## src/assert_macros.svh

```systemverilog
// assertion macros used by the file that checks this block
`ifndef ASSERT_MACROS_SVH
`define ASSERT_MACROS_SVH

// property that must hold at every rising clock edge outside reset
`define IM_ASSERT(name, prop, msg) \
	name: assert property (@(posedge clk) disable iff (!arst_n) (prop)) else $error(msg);

// consequent that must hold on the clock after the antecedent
`define IM_ASSERT_NEXT(name, ante, cons, msg) \
	name: assert property (@(posedge clk) disable iff (!arst_n) (ante) |=> (cons)) else $error(msg);

`endif

```

## src/im_pkg.sv

```systemverilog
// shared types and helpers of the interval merge unit
package im_pkg;

	// controller states
	typedef enum logic [1:0] {
		ST_LOAD,
		ST_START,
		ST_SWEEP
	} state_t;

	// commands from controller to datapath
	typedef struct packed {
		logic insert;
		logic set_ovf;
		logic take_head;
		logic merge_head;
		logic emit;
		logic emit_last;
		logic clear;
	} cmd_t;

	// status from datapath to controller
	typedef struct packed {
		logic full;
		logic cnt_zero;
		logic head_le;
		logic out_free;
	} status_t;

	// ordering by start, then by end, signed
	function automatic logic key_before(
		input logic signed [31:0] s1,
		input logic signed [31:0] e1,
		input logic signed [31:0] s2,
		input logic signed [31:0] e2
	);
		logic r;
		if (s1 != s2) begin
			r = s1 < s2;
		end else begin
			r = e1 < e2;
		end
		return r;
	endfunction

endpackage

```

## src/im_ctrl.sv

```systemverilog
// controller state machine: load, then sweep the sorted chain and emit
module im_ctrl (
	input  logic              clk,
	input  logic              arst_n,
	input  logic              in_valid,
	input  logic              in_last,
	output logic              in_ready,
	input  im_pkg::status_t   st,
	output im_pkg::cmd_t      cmd
);

	im_pkg::state_t state_q, state_d;

	// state register
	always_ff @(posedge clk or negedge arst_n) begin
		if (!arst_n) begin
			state_q <= im_pkg::ST_LOAD;
		end else begin
			state_q <= state_d;
		end
	end

	// next state
	always_comb begin
		state_d = state_q;
		unique case (state_q)
			im_pkg::ST_LOAD: begin
				if (in_valid && in_last) begin
					state_d = im_pkg::ST_START;
				end
			end
			im_pkg::ST_START: begin
				state_d = im_pkg::ST_SWEEP;
			end
			im_pkg::ST_SWEEP: begin
				if (st.cnt_zero && st.out_free) begin
					state_d = im_pkg::ST_LOAD;
				end
			end
			default: begin
				state_d = im_pkg::ST_LOAD;
			end
		endcase
	end

	// outputs
	always_comb begin
		cmd = '0;
		in_ready = 1'b0;
		unique case (state_q)
			im_pkg::ST_LOAD: begin
				in_ready = 1'b1;
				cmd.insert = in_valid && !st.full;
				cmd.set_ovf = in_valid && st.full;
			end
			im_pkg::ST_START: begin
				cmd.take_head = 1'b1;
			end
			im_pkg::ST_SWEEP: begin
				priority if (st.cnt_zero) begin
					// group still open is the final one
					cmd.emit = st.out_free;
					cmd.emit_last = st.out_free;
					cmd.clear = st.out_free;
				end else if (st.head_le) begin
					cmd.merge_head = 1'b1;
				end else begin
					// close group and open a new one with the head
					cmd.emit = st.out_free;
					cmd.take_head = st.out_free;
				end
			end
			default: begin
				cmd = '0;
			end
		endcase
	end

endmodule

```

## config.mk

```make
export PLATFORM = sky130hd
export DESIGN_NAME = im_ctrl
export DESIGN_NICKNAME = d
export VERILOG_FILES = /design/src/assert_macros.svh /design/src/im_pkg.sv /design/src/im_ctrl.sv
export SDC_FILE = /design/constraint.sdc
export NUM_CORES = 1
export LEC_CHECK = 0
export BUFFER_PORTS_ARGS = -buffer_cell sky130_fd_sc_hd__buf_2
export CORE_AREA = 3 3 40 42
export DETAILED_ROUTE_END_ITERATION = 7
export DIE_AREA = 0 0 43 45
export PLACE_DENSITY = 0.46
export SETUP_SLACK_MARGIN = 0.1
export SLEW_MARGIN = 30
export SYNTH_ARGS = -nofsm -noshare
export SYNTH_HDL_FRONTEND = slang
export SYNTH_SLANG_ARGS = --single-unit
```

## constraint.sdc

```tcl
create_clock -name clk -period 1.8 [get_ports clk]
set_input_delay 0.09 -clock clk [delete_from_list [all_inputs] [get_ports clk]]
set_output_delay 0.09 -clock clk [all_outputs]
set_load 0.05 [all_outputs]
```

==> results of run 1 <==
-- logic make-up (layout without fill, tap and decap cells) --
| kind of cell | after synthesis | after routing |
|---|---|---|
| buffers and inverters | 4 | 22 |
| adder cells (fa/ha/maj) | 3 | 3 |
| multiplexers | 1 | 1 |
| AND/OR/NAND/NOR | 8 | 8 |
| AO/OA/AOI/OAI | 5 | 5 |
| flip-flops | 2 | 2 |
-- report_power, final --
group / total (mW) / leakage [nW] / internal, mW / switching (mW)
logic: 0.409 / 0.149 / 0.142 / 0.267
clock network: 0.0957 / 0.0138 / 0.0733 / 0.0224
registers: 0.0829 / 0.0250 / 0.0674 / 0.0155
-- placed cells by master, fill, tap and decap left out, types with 2 or more instances in the layout --
cell type | Yosys | layout
buf_2 | 0 | 14
clkbuf_4 | 0 | 4
inv_1 | 3 | 3
nand2_1 | 3 | 3
ha_1 | 3 | 3
nor2_2 | 0 | 2
dfrtp_1 | 2 | 2
-- layout make-up --
class,count,area share (%)
tap,15,5.725
sequential,2,15.27
timing repair buffer,16,26.72
clock buffer,3,6.870
inverter,3,3.435
multi-input combinational,17,41.98
-- Yosys cell counts --
cell type / n / area [um2]
and3_1: 1 / 6.260
inv_1: 3 / 11.26
o22a_2: 1 / 10.01
ha_1: 3 / 37.54
mux2_4: 1 / 15.01
nor3_1: 1 / 5.000
nand2_1: 3 / 11.26
dfrtp_1: 2 / 50.05
a21oi_2: 1 / 8.760
a21oi_1: 1 / 5.000
and3_2: 1 / 7.510
o21a_1: 1 / 7.510
nor2_1: 2 / 7.510
buf_4: 1 / 7.510
a21boi_2: 1 / 11.26
-- how the worst max path moves through the flow --
| stage | from | to | slack (ps) | cells after the start |
|---|---|---|---|---|
| after global routing | state_q[0] | cmd[4] | 100 | 6 |
| after CTS | state_q[0] | cmd[4] | 160 | 6 |
| after global placement | state_q[0] | state_q[1] | 410 | 5 |
| after detailed placement | state_q[0] | cmd[4] | 390 | 6 |
| after floorplan | state_q[0] | cmd[6] | 170 | 4 |
| final | state_q[0] | cmd[4] | 180 | 6 |
-- through the flow --
stage / hold WS [ps] / util (%)
floorplan: -205.6 / -
global placement: -122.7 / 22.78
detailed placement: -122.2 / 22.78
CTS: 178.8 / 25.32
global route: 175.1 / 25.51
finish: 185.4 / 25.51
-- repair_timing --
| action | in CTS | in global routing |
|---|---|---|
| endpoints found under the hold margin | 2 | 0 |
| hold buffers | 1 | 0 |
| setup endpoints to repair | 0 | 1 |
| gates resized for setup | 0 | 1 |
-- metal layers --
layer  vias up  global-route usage (%)  routed length [um]
li1        112                       -                   -
met1        83                   8.696                 272
met2        16                   7.186                 154
met3         0                   5.976                  98
met4         0                   5.422                   0
met5         -                       0                   0
-- worst max-delay path: cells and delay by family, from the launching register on --
kind                     cells  cell delay (ps)
flip-flops                   1              380
AND/OR/NAND/NOR              2              300
buffers and inverters        2              300
adder cells (fa/ha/maj)      1              190
AO/OA/AOI/OAI                1              140
==> reports/qor.yml, run 1 <==
post-dp-hpwl_um: 437.9
grt_setup_unrepaired: "no"
grt_use_total_pct: 7.000
grt_first_pass_wirelength_um: 945
max_freq_mhz: 617.9
routed_via_density: 3.768
dieArea_um2: 1935
grt_max_degree: 6
antenna_cells: 0
power_leakage_nw: 0.1880
finalClockSkew_ps: 4.438
min_period_ps: 1618
setup_viol: 0
grt_pass1_vias: 218
tritoncts: "yes"
synth_cells: 23
syn-num-nets: 34
io_pins: 16
antenna_found_initial: 0
rr_startpoint: "state_q[0]"
drive_gt1_share_pct: 60.98
synthXorXnorAreaFrac_pct: 0
crit_path_max_fanout: 3
finalPower_mw: 0.5877
finish.net_count: 54
r2r_cells: 5
critical_path_class: "flop to output pin"
die_x_um: 43
place_ws_ps: 394.6
routabilityCongestion: 0.6519
ys_warn_count: 0
holdCritPathClass: "input port to async pin"
status: "finished clean"
power_density_nw_per_um2: 1793
core_um2: 1285
yosys.area_share.adder_pct: 18.63
area_delta_synth_final_pct: 62.73
path_cells: "inv_1 -> ha_1 -> nand2_1 -> nor3_1 -> o21a_1 -> clkbuf_4"
synth_mux_area_share_pct: 7.453
nFillCells: 141
vias: 211
place_area_um2: 292.8
fin_cells: 56
cts_setup_buffers: 0
clk_latency_ps: 220
root_buffer: "clkbuf_4"
fin_tns_setup_ps: 0
slew_headroom_pct: 83.14
stdcell_area_um2: 327.8
cap_violations: 0
regToRegSetupSlack_ps: 410
cp_slowest_cell: "dfrtp_1"
initial_core_util_pct: 15.68
wire_per_inst_um: 9.375
h-tree-depth: 1
io_buffers: 15
avgSynthCellArea_um2: 8.758
required_ps: 1710
synth_simple_gate_area_share_pct: 18.63
ys_types: 15
cts.sinks: 2
vdd_drop_max_mv: 1.015
rr_endpoint: "state_q[1]"
hold_viol: 0
drtAntennaViolNets: 0
globalRouteOverflowTotal: 0
num_rows: 13
drtPass1Iterations: 2
end_kind: "output pin"
finalCritPeriodShare_pct: 89.91
dp_cells: 52
tightest_slew_ps: 254.7
cpPeakStageDelay_ps: 380
synth_area_um2: 201.4
worstSetupStartpointType: "flop"
setup_ws_ps: 181.7
multi_input_area_um2: 137.6
path_clk_slew_ps: 30
clk_path_buf_depth: 2
drc: 0
synth_compound_area_share_pct: 21.12
arrival_ps: 1530
ys_ff_latch: 2
routed_wl_um: 525
die_y_um: 45
ff_latch_area_um2: 50.05
top_regs: "state_q x2"
numCtsBuffers: 3
drt_iter0_markers: 1
regMostFlops: "state_q"
largest_register_ffs: 2
synth_top_family_by_area: "compound AO/OA/AOI/OAI gates"
synth.yosys.seq_area_share_pct: 24.84
drv_slew: 0
(Power assumes the default switching activity.)
==> inputs of run 2 (changes only) <==
--- a/config.mk
+++ b/config.mk
@@ -5,11 +5,13 @@
 export SDC_FILE = /design/constraint.sdc
 export NUM_CORES = 1
 export LEC_CHECK = 0
+export ABC_AREA = 1
 export BUFFER_PORTS_ARGS = -buffer_cell sky130_fd_sc_hd__buf_2
 export CORE_AREA = 3 3 40 42
+export CTS_CLUSTER_DIAMETER = 50
 export DETAILED_ROUTE_END_ITERATION = 7
 export DIE_AREA = 0 0 43 45
-export PLACE_DENSITY = 0.46
+export PLACE_DENSITY = 0.47
 export SETUP_SLACK_MARGIN = 0.1
 export SLEW_MARGIN = 30
 export SYNTH_ARGS = -nofsm -noshare
==> run 2 against run 1 <==
Die area unchanged. Largest power group unchanged. Final area up 3.4%. Largest cell class unchanged. Clock power up 3.6%.
==> reports/qor.yml, run 2 <==
layout_common_cells: "buf_2, nand2_1, inv_1"  # was buf_2, clkbuf_4, inv_1, nand2_1, ha_1
cts_resized: 0  # unchanged
syn-num-nets: 45  # was 34
ff_latch_area_um2: 50.05  # unchanged
antenna_cells: 0  # unchanged
place_ws_ps: 444.4  # was 394.6 ps
dieArea_um2: 1935  # unchanged
rr_startpoint: "state_q[0]"  # unchanged
numCtsBuffers: 3  # unchanged
path_clk_slew_ps: 30  # about the same
vias: 244  # was 211
finish.utilization_pct: 26.39  # was 25.51%
globalRouteOverflowTotal: 0  # unchanged
ys_types: 13  # was 15
place_area_um2: 306.5  # was 292.8 um2
synth_area_um2: 217.7  # was 201.4 um2
ys_warn_count: 0  # unchanged
mostFrequentLayoutCell: "buf_2"  # unchanged
root_buffer: "clkbuf_4"  # unchanged
nFillCells: 146  # was 141
yosysTopAreaCell: "dfrtp_1"  # unchanged
antenna_found_initial: 0  # unchanged
setup_viol: 0  # unchanged
routed_wl_um: 468  # was 525 um
worstSetupStartpointType: "flop"  # unchanged
h-tree-depth: 1  # unchanged
ys_top_cells_by_count: "nand2_1, inv_1, nor2_1, ha_1"  # was ha_1, inv_1, nand2_1, dfrtp_1, nor2_1
die_y_um: 45  # unchanged
regToRegSetupSlack_ps: 730  # was 410 ps
drc: 0  # unchanged
r2r_cells: 6  # was 5
multi_input_area_um2: 136.4  # was 137.6 um2
initial_core_util_pct: 16.94  # was 15.68%
max_freq_mhz: 634.5  # was 617.9 MHz
finish.net_count: 65  # was 54
clk_latency_ps: 220  # about the same
required_ps: 1710  # about the same
endpoint: "cmd[4]"  # unchanged
die_x_um: 43  # unchanged
drive_gt1_share_pct: 46.15  # was 60.98%
top_regs: "state_q x2"  # unchanged
status: "finished clean"  # unchanged
slew_headroom_pct: 83.51  # was 83.14%
synth_top_cell_area_share_pct: 22.99  # was 24.84%
clk_path_buf_depth: 2  # unchanged
drv_slew: 0  # unchanged
holdCritPathClass: "input port to async pin"  # unchanged
fin_cells: 67  # was 56
yosys-top-cells-area: "dfrtp_1, ha_1, nand2_1, inv_1, nor2_1"  # was dfrtp_1, ha_1, mux2_4, a21boi_2, inv_1
routabilityCongestion: 0.6759  # was 0.6519
synth_cells: 34  # was 23
grt_pass1_vias: 231  # was 218
regMostFlops: "state_q"  # unchanged
io_buffers: 15  # unchanged
num_rows: 13  # unchanged
crit_path_max_fanout: 3  # unchanged
cap_violations: 0  # unchanged
hold_viol: 0  # unchanged
grt_first_pass_wirelength_um: 800  # was 945 um
vdd_drop_max_mv: 0.5697  # was 1.015 mV
synth.yosys.seq_area_share_pct: 22.99  # was 24.84%
io_pins: 16  # unchanged
cts.sinks: 2  # unchanged
dp_cells: 63  # was 52
core_um2: 1285  # unchanged
stdcell_area_um2: 339.1  # was 327.8 um2
async_flop_share_pct: 100.0  # unchanged
power_leakage_nw: 0.2101  # was 0.1880 nW
tritoncts: "yes"  # unchanged
fin_tns_setup_ps: 0  # unchanged
min_period_ps: 1576  # was 1618 ps
power_density_nw_per_um2: 1698  # was 1793 nW/um2
finalClockSkew_ps: 1.562  # was 4.438 ps
arrival_ps: 1490  # was 1530 ps
ys.flop_type: "dfrtp_1"  # unchanged
synth-edff-count: 0  # unchanged
finalCritPeriodShare_pct: 87.55  # was 89.91%
tightest_slew_ps: 249.1  # was 254.7 ps
rr_endpoint: "state_q[1]"  # unchanged
grt_setup_unrepaired: "no"  # unchanged
largest_register_ffs: 2  # unchanged
avgSynthCellArea_um2: 6.403  # was 8.758 um2
cts_setup_buffers: 0  # unchanged
ys_ff_latch: 2  # unchanged
drt_iter0_markers: 1  # unchanged
wire_per_inst_um: 6.985  # was 9.375 um
critical_path_class: "flop to output pin"  # unchanged
grt_max_degree: 5  # was 6
end_kind: "output pin"  # unchanged
drtAntennaViolNets: 0  # unchanged
grt_use_total_pct: 6.333  # was 7.000%
setup_ws_ps: 224.0  # was 181.7 ps
area_delta_synth_final_pct: 55.75  # was 62.73%
post-dp-hpwl_um: 400.8  # was 437.9 um
crit_start: "state_q[0]"  # unchanged
routed_via_density: 3.642  # was 3.768
synth_most_common_cell: "nand2_1"
drtPass1Iterations: 4  # was 2
-- run 2: cell count changes after synthesis, moves of 2 or more --
cell,change
nand2_1,+7
inv_1,+3
nand3_1,+2
nor2_1,+2
-- run 2: how the worst min path moves through the flow --
stage | to | from
floorplan | state_q[0] | arst_n
global placement | state_q[0] | arst_n
detailed placement | state_q[0] | arst_n
CTS | state_q[0] | arst_n
global route | state_q[1] | arst_n
finish | state_q[0] | arst_n
-- run 2: layout make-up --
cell class | instances | area share, %
flip-flops and latches | 2 | 14.76
inverters | 7 | 7.749
multi-input cells | 24 | 40.22
clock buffers | 3 | 6.642
well taps | 15 | 5.535
repair buffers | 16 | 25.09
-- run 2: cell families after synthesis --
logic type,Yosys count,synth area share (%)
AO/OA/AOI/OAI,2,6.320
adder cells (fa/ha/maj),3,17.24
buffers and inverters,8,15.52
flip-flops,2,22.99
AND/OR/NAND/NOR,19,37.94
-- run 2: what timing repair did --
action                                 in CTS  in global routing
setup endpoints to repair                   0                  0
hold buffers                                1                  0
endpoints found under the hold margin       2                  0
-- run 2: power breakdown --
| part | switching, mW | total, mW | leakage [nW] | internal (mW) |
|---|---|---|---|---|
| clock | 0.0256 | 0.0991 | 0.0138 | 0.0736 |
| sequential | 0.0150 | 0.0819 | 0.0251 | 0.0669 |
| combinational | 0.287 | 0.395 | 0.171 | 0.108 |
| total | 0.327 | 0.576 | 0.210 | 0.249 |
-- run 2: through the flow --
step / total power, mW / hold slack, ps
floorplan: 0.4069 / -205.6
global placement: 0.4837 / -123.8
detailed placement: 0.4852 / -124.2
CTS: 0.5951 / 158.2
global route: 0.6390 / 171.9
finish: 0.5756 / 172.2
-- run 2: critical path, stage by stage, from the launching register on --
cell     delay [ps]
dfrtp_1         380
inv_1            90
ha_1            190
inv_2            60
nor2_2           90
nand2_1          80
a21oi_2         100
buf_2           260
-- run 2: metal layers --
layer  wire length (um)  track usage (%)  vias to the layer above
met4                  0            9.036                        0
met5                  0                0                        -
met1                195            6.763                       97
met2                221            8.084                       10
met3                 50            2.390                        0
li1                   -                -                      137
==> inputs of run 3 (changes only) <==
--- a/config.mk
+++ b/config.mk
@@ -6,7 +6,7 @@
 export NUM_CORES = 1
 export LEC_CHECK = 0
 export ABC_AREA = 1
-export BUFFER_PORTS_ARGS = -buffer_cell sky130_fd_sc_hd__buf_2
+export BUFFER_PORTS_ARGS = -buffer_cell sky130_fd_sc_hd__buf_4
 export CORE_AREA = 3 3 40 42
 export CTS_CLUSTER_DIAMETER = 50
 export DETAILED_ROUTE_END_ITERATION = 7
==> run 3 against run 2 <==
Clock power about the same. Critical path depth unchanged. Total power increased by 5.6%. First-iteration DRC count increased by 100%. Cell count unchanged. Critical path type unchanged. Largest cell class unchanged. Largest power group unchanged.
==> reports/qor.yml, run 3 (synthesis gave the netlist of run 2 again) <==
status: "finished clean"  # unchanged
rr_endpoint: "state_q[1]"  # unchanged
ff_latch_area_um2: 50.05  # unchanged
grt_max_degree: 5  # unchanged
numCtsBuffers: 3  # unchanged
holdCritPathClass: "input port to async pin"  # unchanged
path_clk_slew_ps: 30  # about the same
cp_slowest_cell: "dfrtp_1"  # unchanged
worstSetupStartpointType: "flop"  # unchanged
h-tree-depth: 1  # unchanged
drt_iter0_markers: 2  # was 1
io_pins: 16  # unchanged
core_um2: 1285  # unchanged
crit_path_max_fanout: 3  # unchanged
required_ps: 1710  # about the same
grt_first_pass_wirelength_um: 834  # was 800 um
p_switching_mw: 0.3308  # was 0.3271 mW
cts.sinks: 2  # unchanged
drc: 0  # unchanged
cts_resized: 0  # unchanged
arrival_ps: 1450  # was 1490 ps
cts_hold_buf: 1  # unchanged
tightest_slew_ps: 146.2  # was 249.1 ps
routed_via_density: 3.657  # was 3.642
pwr-share-seq_pct: 13.7  # was 14.2%
regMostFlops: "state_q"  # unchanged
antenna_found_initial: 0  # unchanged
max_freq_mhz: 650.4  # was 634.5 MHz
fin_tns_setup_ps: 0  # unchanged
top_regs: "state_q x2"  # unchanged
clk_path_buf_depth: 2  # unchanged
power_frac_clock_pct: 16.4  # was 17.2%
grt_use_total_pct: 6.500  # was 6.333%
setup_viol: 0  # unchanged
finalPower_mw: 0.6079  # was 0.5756 mW
die_x_um: 43  # unchanged
finalClockSkew_ps: 2.033  # was 1.562 ps
regToRegSetupSlack_ps: 720  # was 730 ps
cap_violations: 0  # unchanged
setup_ws_ps: 262.6  # was 224.0 ps
hold_viol: 0  # unchanged
clk_latency_ps: 220  # about the same
nFillCells: 144  # was 146
drv_slew: 0  # unchanged
end_kind: "output pin"  # unchanged
routabilityCongestion: 0.6748  # was 0.6759
grt_pass1_vias: 217  # was 231
finalCritPeriodShare_pct: 85.41  # was 87.55%
intPower_mw: 0.2771  # was 0.2485 mW
multi_input_area_um2: 136.4  # unchanged
hold_ws_ps: 176.0  # was 172.2 ps
rr_startpoint: "state_q[0]"  # unchanged
swShare_pct: 54.42  # was 56.83%
dieArea_um2: 1935  # unchanged
area_delta_synth_final_pct: 72.99  # was 55.75%
slew_headroom_pct: 90.25  # was 83.51%
cpPeakStageDelay_ps: 390  # was 380 ps
grt_setup_unrepaired: "no"  # unchanged
r2r_cells: 6  # unchanged
largest_register_ffs: 2  # unchanged
path_cells: "inv_1 -> ha_1 -> inv_2 -> nor2_2 -> nand2_1 -> a21oi_2 -> buf_4"  # was inv_1 -> ha_1 -> inv_2 -> nor2_2 -> nand2_1 -> a21oi_2 -> buf_2
antenna_cells: 0  # unchanged
initial_core_util_pct: 16.94  # unchanged
tritoncts: "yes"  # unchanged
drtPass1Iterations: 4  # unchanged
power_density_nw_per_um2: 1614  # was 1698 nW/um2
routed_wl_um: 502  # was 468 um
drive_gt1_share_pct: 46.15  # unchanged
place_area_um2: 344.1  # was 306.5 um2
globalRouteOverflowTotal: 0  # unchanged
vias: 245  # was 244
cts_setup_buffers: 0  # unchanged
vdd_drop_max_mv: 0.5451  # was 0.5697 mV
critical_path_class: "flop to output pin"  # unchanged
wire_per_inst_um: 7.493  # was 6.985 um
stdcell_area_um2: 376.6  # was 339.1 um2
finish.net_count: 65  # unchanged
io_buffers: 15  # unchanged
die_y_um: 45  # unchanged
layout_common_cells: "buf_4, nand2_1, inv_1"  # was buf_2, nand2_1, inv_1
power_leakage_nw: 0.2170  # was 0.2101 nW
root_buffer: "clkbuf_4"  # unchanged
drtAntennaViolNets: 0  # unchanged
post-dp-hpwl_um: 423  # was 400.8 um
place_ws_ps: 487.2  # was 444.4 ps
p_comb_share_pct: 69.9  # was 68.6%
min_period_ps: 1537  # was 1576 ps
num_rows: 13  # unchanged
mostFrequentLayoutCell: "buf_4"  # was buf_2
## run 3: cell count changes in the layout (fill, tap and decap cells not counted)
cell / previous run / this run
buf_4: 0 / 15
buf_2: 15 / 0
## run 3: power by group through the flow
stage | Combinational [mW] | Clock [mW] | Sequential, mW
2_1_floorplan | 0.328 | 0 | 0.0794
3_3_place_gp | 0.430 | 0 | 0.0832
3_5_place_dp | 0.431 | 0 | 0.0835
4_1_cts | 0.433 | 0.109 | 0.0830
5_1_grt | 0.467 | 0.120 | 0.0853
6_report | 0.425 | 0.0994 | 0.0834
## run 3: layer usage
layer  part of all wire, %  vias to the layer above  track usage, %
li1                      -                      136               -
met1                    43                       99           7.246
met2                    47                       10           7.485
met3                   9.2                        0           3.187
met4                     0                        0           9.036
met5                     0                        -               0
## run 3: critical path, delay by kind of cell, from the launching register on
kind | cells | cell delay (ps)
compound gates | 1 | 110
fa+ha+maj | 1 | 190
buf+inv | 3 | 340
flops | 1 | 390
simple gates | 2 | 180
## run 3: per-stage QoR
stage / utilization (%) / std cells
CTS: 29.31 / 67
detailed placement: 26.78 / 63
finish: 29.31 / 67
global placement: 26.78 / 63
global route: 29.31 / 67
floorplan: - / 34
## run 3: worst max-delay path by stage
stage               cells after the start       start      to
floorplan                               4  state_q[0]  cmd[5]
global placement                        7  state_q[0]  cmd[4]
detailed placement                      7  state_q[0]  cmd[4]
CTS                                     7  state_q[0]  cmd[4]
global route                            7  state_q[0]  cmd[4]
finish                                  7  state_q[0]  cmd[4]
## run 3: final cells by class
type	count	area share [%]
Multi-Input combinational cell	24	36.21
Timing Repair Buffer	16	32.56
Sequential cell	2	13.29
Inverter	7	6.977
Clock buffer	3	5.980
Tap cell	15	4.983
